**config.mk**
```make
export PLATFORM = sky130hd
export DESIGN_NAME = pci_master_single_read
export DESIGN_NICKNAME = d
export VERILOG_FILES = /design/src/rtl/core/pmsr_pkg.sv /design/src/rtl/core/pci_master_single_read.sv /design/src/rtl/core/pmsr_seq.sv
export SDC_FILE = /design/constraint.sdc
export NUM_CORES = 1
export LEC_CHECK = 0
export BUFFER_PORTS_ARGS = -buffer_cell sky130_fd_sc_hd__buf_4
export CAP_MARGIN = 10
export CORE_UTILIZATION = 50
export CTS_CLUSTER_DIAMETER = 100
export CTS_CLUSTER_SIZE = 20
export DETAILED_ROUTE_END_ITERATION = 10
export PLACE_DENSITY = 0.84
export SLEW_MARGIN = 25
export SYNTH_ARGS = -nofsm -noshare
export SYNTH_HDL_FRONTEND = slang
export SYNTH_SLANG_ARGS = --single-unit
```
**constraint.sdc**
```tcl
create_clock -name i_clk -period 3.84 [get_ports i_clk]
set_input_delay 0.192 -clock i_clk [delete_from_list [all_inputs] [get_ports i_clk]]
set_output_delay 0.192 -clock i_clk [all_outputs]
set_load 0.02 [all_outputs]
```
**src/rtl/core/pmsr_pkg.sv**
```systemverilog
// Shared types and constants for the single-read PCI initiator.
package pmsr_pkg;

    typedef enum logic [3:0] {
        PH_IDLE       = 4'd0,
        PH_ADDR       = 4'd1,
        PH_TURN       = 4'd2,
        PH_DEVSEL     = 4'd3,
        PH_TRDY       = 4'd4,
        PH_END_MASTER = 4'd5,
        PH_END_TRDY   = 4'd6,
        PH_END_TARGET = 4'd7,
        PH_END_RETRY  = 4'd8,
        PH_DATA1      = 4'd9,
        PH_DATA_OK    = 4'd10,
        PH_DATA_BAD   = 4'd11
    } t_phase;

    typedef enum logic [2:0] {
        ST_OK     = 3'd0,
        ST_MASTER = 3'd1,
        ST_TRDY   = 3'd2,
        ST_TARGET = 3'd3,
        ST_RETRY  = 3'd4,
        ST_PARITY = 3'd5,
        ST_PROTO  = 3'd6
    } t_status;

    typedef enum logic {
        REG_DEVSEL_TIMEOUT = 1'b0,
        REG_TRDY_TIMEOUT   = 1'b1
    } t_reg_idx;

    localparam logic [31:0] ALL_ONES           = 32'hffff_ffff;
    localparam logic [3:0]  DEVSEL_TIMEOUT_RST = 4'd4;
    localparam logic [7:0]  TRDY_TIMEOUT_RST   = 8'd12;

    typedef struct packed {
        logic        start_req;
        logic [31:0] address;
        logic [3:0]  command;
        logic [3:0]  byte_enables;
        logic        devsel_in;
        logic        trdy_in;
        logic        stop_in;
        logic        frame_in;
        logic        irdy_in;
        logic [31:0] ad_in;
        logic        par_in;
    } t_sample;

    typedef struct packed {
        logic        frame_out;
        logic        irdy_out;
        logic        idsel_out;
        logic        ad_enable;
        logic [31:0] ad_out;
        logic        cbe_enable;
        logic [3:0]  cbe_out;
        logic        par_enable;
        logic        par_out;
        logic        done_res;
        t_status     status;
        logic [31:0] read_data;
    } t_result;

endpackage

```
**src/rtl/core/pci_master_single_read.sv**
```systemverilog
// Top level of the single-data-phase PCI read initiator with its register port and output queue.
//
// Each input word is one PCI bus clock: a start request with address, command and
// byte enables, plus the sampled DEVSEL, TRDY, STOP, FRAME, IRDY, AD and PAR pins.
// Every accepted input word yields exactly one output word holding the pin drives
// for that clock and, when a transaction ends, done_res with a status and read data.
// The result of a word is computed in the cycle it is accepted and is registered in the
// output queue before it is offered on the output channel, so one word can be accepted
// every cycle while o_in_stall is low. A two-entry output queue holds results while the
// receiver stalls; o_in_stall rises only when both entries are full, and is a
// register output. Reset empties the queue, returns the sequencer to idle and
// loads the DEVSEL timeout with 4 and the TRDY timeout with 12. The user must write the timeouts
// at APB byte addresses 0 and 4 only while the block is idle; the block does not enforce this.
module pci_master_single_read (
    input  logic        i_clk,
    input  logic        i_rst_n,
    // input channel
    input  logic        i_in_valid,
    output logic        o_in_stall,
    input  logic        i_start_req,
    input  logic [31:0] i_address,
    input  logic [3:0]  i_command,
    input  logic [3:0]  i_byte_enables,
    input  logic        i_devsel_in,
    input  logic        i_trdy_in,
    input  logic        i_stop_in,
    input  logic        i_frame_in,
    input  logic        i_irdy_in,
    input  logic [31:0] i_ad_in,
    input  logic        i_par_in,
    // output channel
    output logic        o_out_valid,
    input  logic        i_out_stall,
    output logic        o_frame_out,
    output logic        o_irdy_out,
    output logic        o_idsel_out,
    output logic        o_ad_enable,
    output logic [31:0] o_ad_out,
    output logic        o_cbe_enable,
    output logic [3:0]  o_cbe_out,
    output logic        o_par_enable,
    output logic        o_par_out,
    output logic        o_done_res,
    output logic [2:0]  o_status,
    output logic [31:0] o_read_data,
    // register port
    input  logic        psel,
    input  logic        penable,
    input  logic        pwrite,
    input  logic [2:0]  paddr,
    input  logic [31:0] pwdata,
    output logic [31:0] prdata,
    output logic        pready
);
    import pmsr_pkg::*;

    logic [3:0] r_devsel_timeout;
    logic [7:0] r_trdy_timeout;
    logic       cfg_wr;
    t_reg_idx   cfg_idx;

    assign pready  = 1'b1;
    assign cfg_wr  = psel & penable & pwrite;
    assign cfg_idx = t_reg_idx'(paddr[2]);

    always_ff @(posedge i_clk) begin
        if (!i_rst_n) begin
            r_devsel_timeout <= DEVSEL_TIMEOUT_RST;
            r_trdy_timeout   <= TRDY_TIMEOUT_RST;
        end else if (cfg_wr) begin
            unique case (cfg_idx)
                REG_DEVSEL_TIMEOUT: r_devsel_timeout <= pwdata[3:0];
                REG_TRDY_TIMEOUT:   r_trdy_timeout   <= pwdata[7:0];
                default: ;
            endcase
        end
    end

    always_comb begin
        unique case (cfg_idx)
            REG_DEVSEL_TIMEOUT: prdata = {28'd0, r_devsel_timeout};
            REG_TRDY_TIMEOUT:   prdata = {24'd0, r_trdy_timeout};
            default:            prdata = '0;
        endcase
    end

    // Sequencer
    logic    in_acc;
    logic    out_acc;
    t_sample sample;
    t_result step_res;

    assign sample.start_req    = i_start_req;
    assign sample.address      = i_address;
    assign sample.command      = i_command;
    assign sample.byte_enables = i_byte_enables;
    assign sample.devsel_in    = i_devsel_in;
    assign sample.trdy_in      = i_trdy_in;
    assign sample.stop_in      = i_stop_in;
    assign sample.frame_in     = i_frame_in;
    assign sample.irdy_in      = i_irdy_in;
    assign sample.ad_in        = i_ad_in;
    assign sample.par_in       = i_par_in;

    pmsr_seq u_seq (
        .i_clk            (i_clk),
        .i_rst_n          (i_rst_n),
        .i_step           (in_acc),
        .i_devsel_timeout (r_devsel_timeout),
        .i_trdy_timeout   (r_trdy_timeout),
        .i_sample         (sample),
        .o_result         (step_res)
    );

    // Two-entry output queue
    t_result    r_queue [2];
    logic       r_wr_ptr;
    logic       r_rd_ptr;
    logic [1:0] r_count;
    logic [1:0] n_count;

    assign o_in_stall  = r_count[1];
    assign o_out_valid = (r_count != 2'd0);
    assign in_acc      = i_in_valid & ~o_in_stall;
    assign out_acc     = o_out_valid & ~i_out_stall;

    always_comb begin
        n_count = r_count;
        if (in_acc && !out_acc) begin
            n_count = r_count + 2'd1;
        end else if (out_acc && !in_acc) begin
            n_count = r_count - 2'd1;
        end
    end

    always_ff @(posedge i_clk) begin
        if (!i_rst_n) begin
            r_wr_ptr <= 1'b0;
            r_rd_ptr <= 1'b0;
            r_count  <= '0;
        end else begin
            r_count <= n_count;
            if (in_acc) begin
                r_wr_ptr <= ~r_wr_ptr;
            end
            if (out_acc) begin
                r_rd_ptr <= ~r_rd_ptr;
            end
        end
    end

    always_ff @(posedge i_clk) begin
        if (in_acc) begin
            r_queue[r_wr_ptr] <= step_res;
        end
    end

    t_result head;
    assign head = r_queue[r_rd_ptr];

    assign o_frame_out  = head.frame_out;
    assign o_irdy_out   = head.irdy_out;
    assign o_idsel_out  = head.idsel_out;
    assign o_ad_enable  = head.ad_enable;
    assign o_ad_out     = head.ad_out;
    assign o_cbe_enable = head.cbe_enable;
    assign o_cbe_out    = head.cbe_out;
    assign o_par_enable = head.par_enable;
    assign o_par_out    = head.par_out;
    assign o_done_res   = head.done_res;
    assign o_status     = head.status;
    assign o_read_data  = head.read_data;

endmodule

```
**src/rtl/core/pmsr_seq.sv**
```systemverilog
// Bus phase sequencer: drives the pins for the current phase and advances on each sampled clock.
module pmsr_seq (
    input  logic              i_clk,
    input  logic              i_rst_n,
    input  logic              i_step,
    input  logic [3:0]        i_devsel_timeout,
    input  logic [7:0]        i_trdy_timeout,
    input  pmsr_pkg::t_sample i_sample,
    output pmsr_pkg::t_result o_result
);
    import pmsr_pkg::*;

    t_phase      r_phase, n_phase;
    logic [7:0]  r_wait, n_wait;
    logic [31:0] r_address, n_address;
    logic [3:0]  r_command, n_command;
    logic [3:0]  r_bes, n_bes;
    logic [31:0] r_data, n_data;

    always_ff @(posedge i_clk) begin
        if (!i_rst_n) begin
            r_phase   <= PH_IDLE;
            r_wait    <= '0;
            r_address <= '0;
            r_command <= '0;
            r_bes     <= '0;
            r_data    <= '0;
        end else if (i_step) begin
            r_phase   <= n_phase;
            r_wait    <= n_wait;
            r_address <= n_address;
            r_command <= n_command;
            r_bes     <= n_bes;
            r_data    <= n_data;
        end
    end

    always_comb begin
        logic [7:0] td_cnt;
        logic       exp_par;
        t_result    res;

        n_phase   = r_phase;
        n_wait    = r_wait;
        n_address = r_address;
        n_command = r_command;
        n_bes     = r_bes;
        n_data    = r_data;
        res       = '0;
        res.status = ST_OK;

        // The TRDY decision counts from the register value when DEVSEL just arrived.
        td_cnt  = (r_phase == PH_TRDY) ? r_wait : i_trdy_timeout;
        exp_par = (^r_data) ^ (^r_bes);

        unique case (r_phase)
            PH_ADDR: begin
                res.frame_out  = 1'b1;
                res.idsel_out  = 1'b1;
                res.ad_enable  = 1'b1;
                res.ad_out     = r_address;
                res.cbe_enable = 1'b1;
                res.cbe_out    = r_command;
                n_wait         = {4'd0, i_devsel_timeout};
                n_phase        = PH_TURN;
            end
            PH_TURN, PH_DEVSEL, PH_TRDY: begin
                res.irdy_out   = 1'b1;
                res.cbe_enable = 1'b1;
                res.cbe_out    = r_bes;
                if (r_phase == PH_TURN) begin
                    res.par_enable = 1'b1;
                    res.par_out    = (^r_address) ^ (^r_command);
                end
                if (r_phase != PH_TRDY && !i_sample.devsel_in) begin
                    if (r_wait <= 8'd1) begin
                        n_wait  = '0;
                        n_phase = PH_END_MASTER;
                    end else begin
                        n_wait  = r_wait - 8'd1;
                        n_phase = PH_DEVSEL;
                    end
                end else begin
                    n_wait = td_cnt;
                    if (i_sample.trdy_in) begin
                        n_data  = i_sample.ad_in;
                        n_phase = PH_DATA1;
                    end else if (i_sample.stop_in) begin
                        n_phase = i_sample.devsel_in ? PH_END_RETRY : PH_END_TARGET;
                    end else if (td_cnt <= 8'd1) begin
                        n_wait  = '0;
                        n_phase = PH_END_TRDY;
                    end else begin
                        n_wait  = td_cnt - 8'd1;
                        n_phase = PH_TRDY;
                    end
                end
            end
            PH_END_MASTER, PH_END_TRDY, PH_END_TARGET, PH_END_RETRY: begin
                res.done_res  = 1'b1;
                res.read_data = ALL_ONES;
                if (i_sample.devsel_in || i_sample.trdy_in) begin
                    res.status = ST_PROTO;
                end else if (r_phase == PH_END_MASTER) begin
                    res.status = ST_MASTER;
                end else if (r_phase == PH_END_TRDY) begin
                    res.status = ST_TRDY;
                end else if (r_phase == PH_END_TARGET) begin
                    res.status = ST_TARGET;
                end else begin
                    res.status = ST_RETRY;
                end
                n_phase = PH_IDLE;
            end
            PH_DATA1: begin
                n_phase = (i_sample.par_in != exp_par) ? PH_DATA_BAD : PH_DATA_OK;
            end
            PH_DATA_OK, PH_DATA_BAD: begin
                res.done_res = 1'b1;
                if (r_phase == PH_DATA_BAD) begin
                    res.status    = ST_PARITY;
                    res.read_data = r_data;
                end else if (i_sample.devsel_in || i_sample.trdy_in) begin
                    res.status    = ST_PROTO;
                    res.read_data = ALL_ONES;
                end else begin
                    res.read_data = r_data;
                end
                n_phase = PH_IDLE;
            end
            default: begin
                n_phase = PH_IDLE;
                if (i_sample.start_req) begin
                    if (i_sample.frame_in || i_sample.irdy_in) begin
                        // Someone else owns the bus: report it and stay idle.
                        res.done_res  = 1'b1;
                        res.status    = ST_PROTO;
                        res.read_data = ALL_ONES;
                    end else begin
                        n_address = i_sample.address;
                        n_command = i_sample.command;
                        n_bes     = i_sample.byte_enables;
                        n_phase   = PH_ADDR;
                    end
                end
            end
        endcase

        o_result = res;
    end

endmodule
```
==> results of run 1 <==
registers in the layout, indices dropped and copies added, names as in the netlist, named ones only:
| register | cells |
|---|---|
| u_seq.r_data | 32 |
| r_wr_ptr | 1 |
| u_seq.r_phase | 4 |
| r_count | 2 |
| u_seq.r_address | 32 |
| r_trdy_timeout | 8 |
| u_seq.r_command | 4 |
| r_queue | 154 |
| u_seq.r_wait | 8 |
| r_rd_ptr | 1 |
| r_devsel_timeout | 4 |
| u_seq.r_bes | 4 |
path summary, 6_finish.rpt:
| path | from | endpoint | cells past startpoint |
|---|---|---|---|
| setup reg to reg | u_seq.r_phase[2] | u_seq.r_wait[2] | 9 |
| setup / recovery | u_seq.r_phase[2] | u_seq.r_wait[2] | 9 |
| hold / removal | i_trdy_in | u_seq.r_phase[0] | 4 |
| hold reg to reg | u_seq.r_address[0] | u_seq.r_address[0] | 2 |
metal layers:
metal / vias up / wire [µm]
li1: 3876 / -
met1: 3966 / 11300
met2: 262 / 14000
met3: 46 / 1280
met4: 0 / 646
met5: - / 0
report_power, final:
part / switching (mW) / internal [mW]
registers: 0.181 / 3.37
clock network: 0.880 / 0.832
logic: 1.40 / 1.11
total: 2.46 / 5.31
cell type report:
cell class / instances / area, µm²
clock inverters: 1 / 7.51
flip-flops and latches: 255 / 6650
diodes: 1 / 2.50
fillers: 1670 / 8270
well taps: 285 / 357
repair buffers: 280 / 2330
multi-input cells: 652 / 4520
clock buffers: 27 / 463
inverters: 8 / 30.0
cells in the mapped netlist (all sizes together), types with 8 or more instances:
cell type,number,share of area
a21o,35,0.023
a21oi,62,0.027
and2,39,0.021
buf,39,0.023
clkbuf,46,0.015
dfxtp,101,0.18
edfxtp,154,0.40
inv,8,0.0026
mux2,83,0.081
mux2i,44,0.038
nand2,114,0.037
nor2,59,0.019
nor3,10,0.0043
o21ai,17,0.0074
xnor2,57,0.043
xor2,15,0.011
stage by stage:
stage / cells / hold slack (ps) / area [µm²] / power (mW)
global route: 1509 / 126 / 14400 / 8.09
detailed placement: 1397 / 417 / 13100 / 6.05
CTS: 1508 / 84.5 / 14400 / 7.81
global placement: 1397 / 412 / 13100 / 5.99
floorplan: 1000 / 316 / 11600 / 5.12
finish: 1509 / 99.9 / 14400 / 7.78
kinds of logic (layout without fill, tap and decap cells):
family / after synthesis / after routing
compound gates: 147 / 147
mux: 127 / 127
buf+inv: 93 / 316
simple gates: 271 / 271
fa+ha+maj: 5 / 5
flops: 255 / 255
xor+xnor: 77 / 77
other cells: 2 / 26
critical path, stage by stage (launching register included):
cell,delay (ps)
dfxtp_1,640
nor4b_2,280
buf_4,280
mux2i_1,330
ha_1,280
nor2_1,80
or4b_4,520
o21a_1,260
a221oi_2,270
nor3_1,60
timing repair:
action,in CTS,in global routing
setup buffers,0,0
resized for setup,0,0
hold buffers,83,0
endpoints found under the hold margin,84,0
setup endpoints to repair,0,0
==> summary.txt, run 1 <==
Synth
  – Synth Area in Compound Gates: 0.0810
  – Prevailing post-synth register cell: edfxtp_1
  – Average size of a mapped cell: 11.8 µm²
  – Simple-gate share of the synthesized area: 0.111
  – Synth cell types: 59
  – Synth Area in XOR/XNOR: 0.0645
  – Mapped cell area: around 12000 µm²
  – Synth Area in Adders: 0.00543
  – FF+latch count, synth: ~260
  – Cells after synthesis: 977
  – Largest family of logic cells by synthesized area: multiplexers
  – Sequential area share after synthesis: 0.577
  – Yosys warns: 0
  – Fraction of registers with async set/reset: 0
  – EDFF count, synth: 154
  – Mux contribution to synthesized area: 0.120

GRT
  – Initial antenna violation count: 1
  – GR met3 Demand/Resource: 0.0293
  – First-pass GRT wire length: 42.5 mm
  – Vias in the first global route: just over 8000
  – Met1 usage: 0.282
  – Gr ovfl total: 0
  – Tot GR Track Use: 0.227
  – Pin count of the biggest net entering global routing: 55
  – GR Util met2: 0.411
  – Top Usage Layer GRT: met2

Floorplanning
  – Die Footprint: around 24000 µm²
  – Placeable Area: 22600 µm²
  – Initial Utilization: 0.509
  – Site Rows: 55
  – Horiz. Die Dim: about 150 µm
  – Die height: 154 µm
  – # IOs: 235

Min path
  – Hold Path Class: input port to flop

STA
  – Fmax: 317 MHz
  – RSZ-0062 raised after global routing: no
  – Minimum clock period: 3150 ps
  – Final Cycle Share: 0.821
  – Worst rel slew slack: 0.449
  – Clk_skew: 23.0 ps
  – Final hold violations: 0
  – Fin Setup TNS: 0 ps
  – Final worst slack: 688 ps
  – Final Max Tran Viols: 0
  – Worst slew pin tran: 825 ps
  – Setup violators final: 0

Cells and area
  – Nets: about 1300
  – Share of cells above drive strength 1: 0.256
  – Area Overhead vs Synth: 24.7%
  – Finished Core Util: 0.635
  – Most common cell after layout, fill and taps aside: buf_4
  – Most frequent cells in the layout: buf_4, edfxtp_1, nand2_1

Worst setup path
  – Crit path max fanout: 19
  – Critical Path AT: approximately 3500 ps
  – Worst Setup Path Type: flop to flop
  – CP startpoint kind: flop
  – Reg2reg setup slack: 690 ps
  – WP data required: 4180 ps
  – Critical Path End Type: flop

Routing
  – Antenna Violating Nets Remaining: 0
  – Initial DRC Count: about 440
  – Drt pass-1 iters: 5
  – Drc violations: 0
  – Total wire length: around 27 mm
  – Via count: around 8200
  – Drt via density: around 5.4
  – WL per Instance: approximately 18 µm

Place
  – Pre-CTS setup slack: 725 ps
  – Detailed placement HPWL: 17.0 mm
  – I/O Buffers: 183
  – Placer Congestion: roughly 0.85

Pwr
  – VDD IR max: 0.000310 V
  – PwrDens: about 540 nW/µm²
  – Leak: 5.55 nW

Clock network
  – Root buf cell: clkbuf_16
  – Worst skew pair latency: 490 ps
  – CTS H-tree lvls: 1
  – Inserted Clock Buffers: 16
  – Worst-path clk slew: 90 ps
  – CTS tree: yes
  – Bufs on Longest Clock Path: 3
  – Clk sink count: 255

Outcome
  – Run status: finished clean

Job
  – MaxCap Viol Count: 0
No activity file was read; power rests on OpenSTA's default activity.
==> run 2, diff against run 1 <==
--- a/config.mk
+++ b/config.mk
@@ -7,11 +7,11 @@
 export LEC_CHECK = 0
 export BUFFER_PORTS_ARGS = -buffer_cell sky130_fd_sc_hd__buf_4
 export CAP_MARGIN = 10
-export CORE_UTILIZATION = 50
+export CORE_UTILIZATION = 55
 export CTS_CLUSTER_DIAMETER = 100
 export CTS_CLUSTER_SIZE = 20
 export DETAILED_ROUTE_END_ITERATION = 10
-export PLACE_DENSITY = 0.84
+export PLACE_DENSITY = 0.87
 export SLEW_MARGIN = 25
 export SYNTH_ARGS = -nofsm -noshare
 export SYNTH_HDL_FRONTEND = slang
==> constraint.sdc (replaced) <==
create_clock -name i_clk -period 3.1 [get_ports i_clk]
set_input_delay 0.155 -clock i_clk [delete_from_list [all_inputs] [get_ports i_clk]]
set_output_delay 0.155 -clock i_clk [all_outputs]
set_load 0.02 [all_outputs]
==> run 2 against run 1 <==
Register-to-register slack lost 280 ps. Clock skew is 2.2 ps lower. Cell count decreased by 0.33%. Combinational power rose by 26%. Clock power rose by 23%. Wire length is 0.44% higher. Setup slack worse by 280 ps. Largest cell class unchanged. Largest power group unchanged.
==> summary.txt, run 2 (synthesis results as in run 1) <==
GRT
  – Top Usage Layer GRT: met2
  – Pin count of the biggest net entering global routing: 66
  – Initial antenna violation count: 1
  – Vias in the first global route: ~8100
  – Tot GR Track Use: 0.251
  – First-pass GRT wire length: 42.5 mm
  – GR met3 Demand/Resource: 0.0317
  – Gr ovfl total: 0
  – GR Util met2: 0.441
  – Met1 usage: 0.314

Worst setup path
  – Worst path cell trace: nor4b_4, mux2i_1, ha_1, nor2_1, or4b_4, o21a_1, a221oi_2, nor3_1
  – Crit path max fanout: 6
  – WP buf/inv: 0
  – CP startpoint kind: flop
  – Worst path max stage delay: between 500 and 600 ps
  – Critical-path top delay cell: or4b_4
  – Critical Path AT: 3030 ps
  – Worst Setup Path Type: flop to flop
  – Cell family with most CP delay: simple AND/OR/NAND/NOR gates
  – Critical Path End Type: flop
  – WP data required: 3440 ps

Place
  – Pre-CTS setup slack: 406 ps
  – Placer Congestion: between 0.8 and 0.9
  – Detailed placement HPWL: between 15 and 20 mm
  – I/O Buffers: around 180

STA
  – Worst rel slew slack: 0.474
  – Final Max Tran Viols: 0
  – Fmax: 372 MHz
  – Final worst slack: 409 ps
  – RSZ-0062 raised after global routing: no
  – Final Cycle Share: 0.868
  – Clk_skew: 20.8 ps
  – Worst slew pin tran: 789 ps
  – Final hold violations: 0
  – Fin Setup TNS: 0 ps
  – Setup violators final: 0
  – Minimum clock period: 2690 ps

Clock network
  – Bufs on Longest Clock Path: 3
  – Root buf cell: clkbuf_16
  – Worst-path clk slew: 90 ps
  – Worst skew pair latency: 480 ps
  – Inserted Clock Buffers: 16
  – Postcts setup bufs: 0
  – Clk sink count: around 260
  – CTS H-tree lvls: 1
  – CTS tree: yes

Routing
  – Via count: slightly above 8000
  – Total wire length: about 27 mm
  – Antenna Violating Nets Remaining: 0
  – Drt via density: 5.45
  – WL per Instance: ~18 µm
  – Drc violations: 0
  – Drt pass-1 iters: 6
  – Initial DRC Count: 532

Cells and area
  – Share of cells above drive strength 1: 0.263
  – Largest registers: r_queue (154), u_seq.r_address (32), u_seq.r_data (32)
  – Most common cell after layout, fill and taps aside: buf_4
  – Largest register FFs: around 150
  – Area Overhead vs Synth: 25.3%
  – Multi-input gate area: 4530 µm²
  – Nets: roughly 1300
  – Top reg by flops: r_queue
  – Filler cell count: 1373
  – Register Area: 6650 µm²
  – Most frequent cells in the layout: buf_4, edfxtp_1, nand2_1

Pwr
  – Sw Ratio: 0.317
  – Comb pwr share: 0.327
  – Internal: between 6 and 7 mW
  – Leak: 5.61 nW
  – Clock Power Share: 0.217
  – PwrDens: 670 nW/µm²
  – Switching power: 3.06 mW
  – Sequential Power Share: 0.456
  – VDD IR max: approximately 0.00038 V

Job
  – MaxCap Viol Count: 0

Floorplanning
  – Placeable Area: roughly 20000 µm²
  – Initial Utilization: 0.566
  – # IOs: about 240
  – Die Footprint: 21500 µm²
  – Horiz. Die Dim: 147 µm
  – Die height: ~150 µm
  – Site Rows: 52

Min path
  – Hold Path Class: input port to flop

Outcome
  – Run status: finished clean
[run 2: worst register-to-register path: cells and delay by family (launching register included)]
kind,cells,cell delay (ps)
AOI/OAI and AO/OA,2,500
DFF,1,340
and+or+nand+nor,4,1090
muxes,1,350
adders and majority gates,1,270
[run 2: per-layer routing]
layer | up-vias | share of wire
met2 | 296 | 0.50
li1 | 3887 | -
met3 | 73 | 0.054
met1 | 3936 | 0.40
met5 | - | 0
met4 | 0 | 0.038
[run 2: power by group through the flow]
stage / Combinational (mW) / Clock (mW) / Sequential, mW
after floorplan: 1.97 / 0 / 4.36
after global placement: 3.00 / 0 / 4.44
after detailed placement: 3.04 / 0 / 4.48
after CTS: 3.14 / 2.11 / 4.40
after global routing: 3.35 / 2.25 / 4.45
final: 3.17 / 2.10 / 4.41
[run 2: worst paths after layout]
path | start | to | slack [ps] | cells after the start
worst max-delay path | u_seq.r_phase[0] | u_seq.r_wait[2] | 410 | 8
worst min-delay path | i_out_stall | flop | 90 | 4
worst max register to register | u_seq.r_phase[0] | u_seq.r_wait[2] | 410 | 8
worst min register to register | u_seq.r_address[4] | u_seq.r_address[4] | 480 | 2
[run 2: cell type report]
class	instances	area share
Multi-Input combinational cell	652	0.314
Clock inverter	1	0.000520
Antenna cell	1	0.000173
Timing Repair Buffer	290	0.168
Clock buffer	27	0.0320
Inverter	8	0.00208
Sequential cell	255	0.460
Tap cell	270	0.0234
[run 2: per-stage QoR]
step | instance area, µm² | cells | total power [mW] | utilization | hold WS [ps]
after floorplan | 11600 | 1000 | 6.34 | - | 279
after global placement | 13100 | 1392 | 7.44 | 0.645 | 375
after detailed placement | 13100 | 1392 | 7.51 | 0.645 | 379
after CTS | 14400 | 1503 | 9.66 | 0.709 | 61.3
after global routing | 14400 | 1504 | 10.0 | 0.709 | 122
final | 14400 | 1504 | 9.68 | 0.709 | 91.2
[run 2: timing repair]
action / 4_1_cts / 5_1_grt
hold buffers: 83 / 0
endpoints found under the hold margin: 84 / 0
gates resized for setup: 0 / 0
setup endpoints to repair: 0 / 0
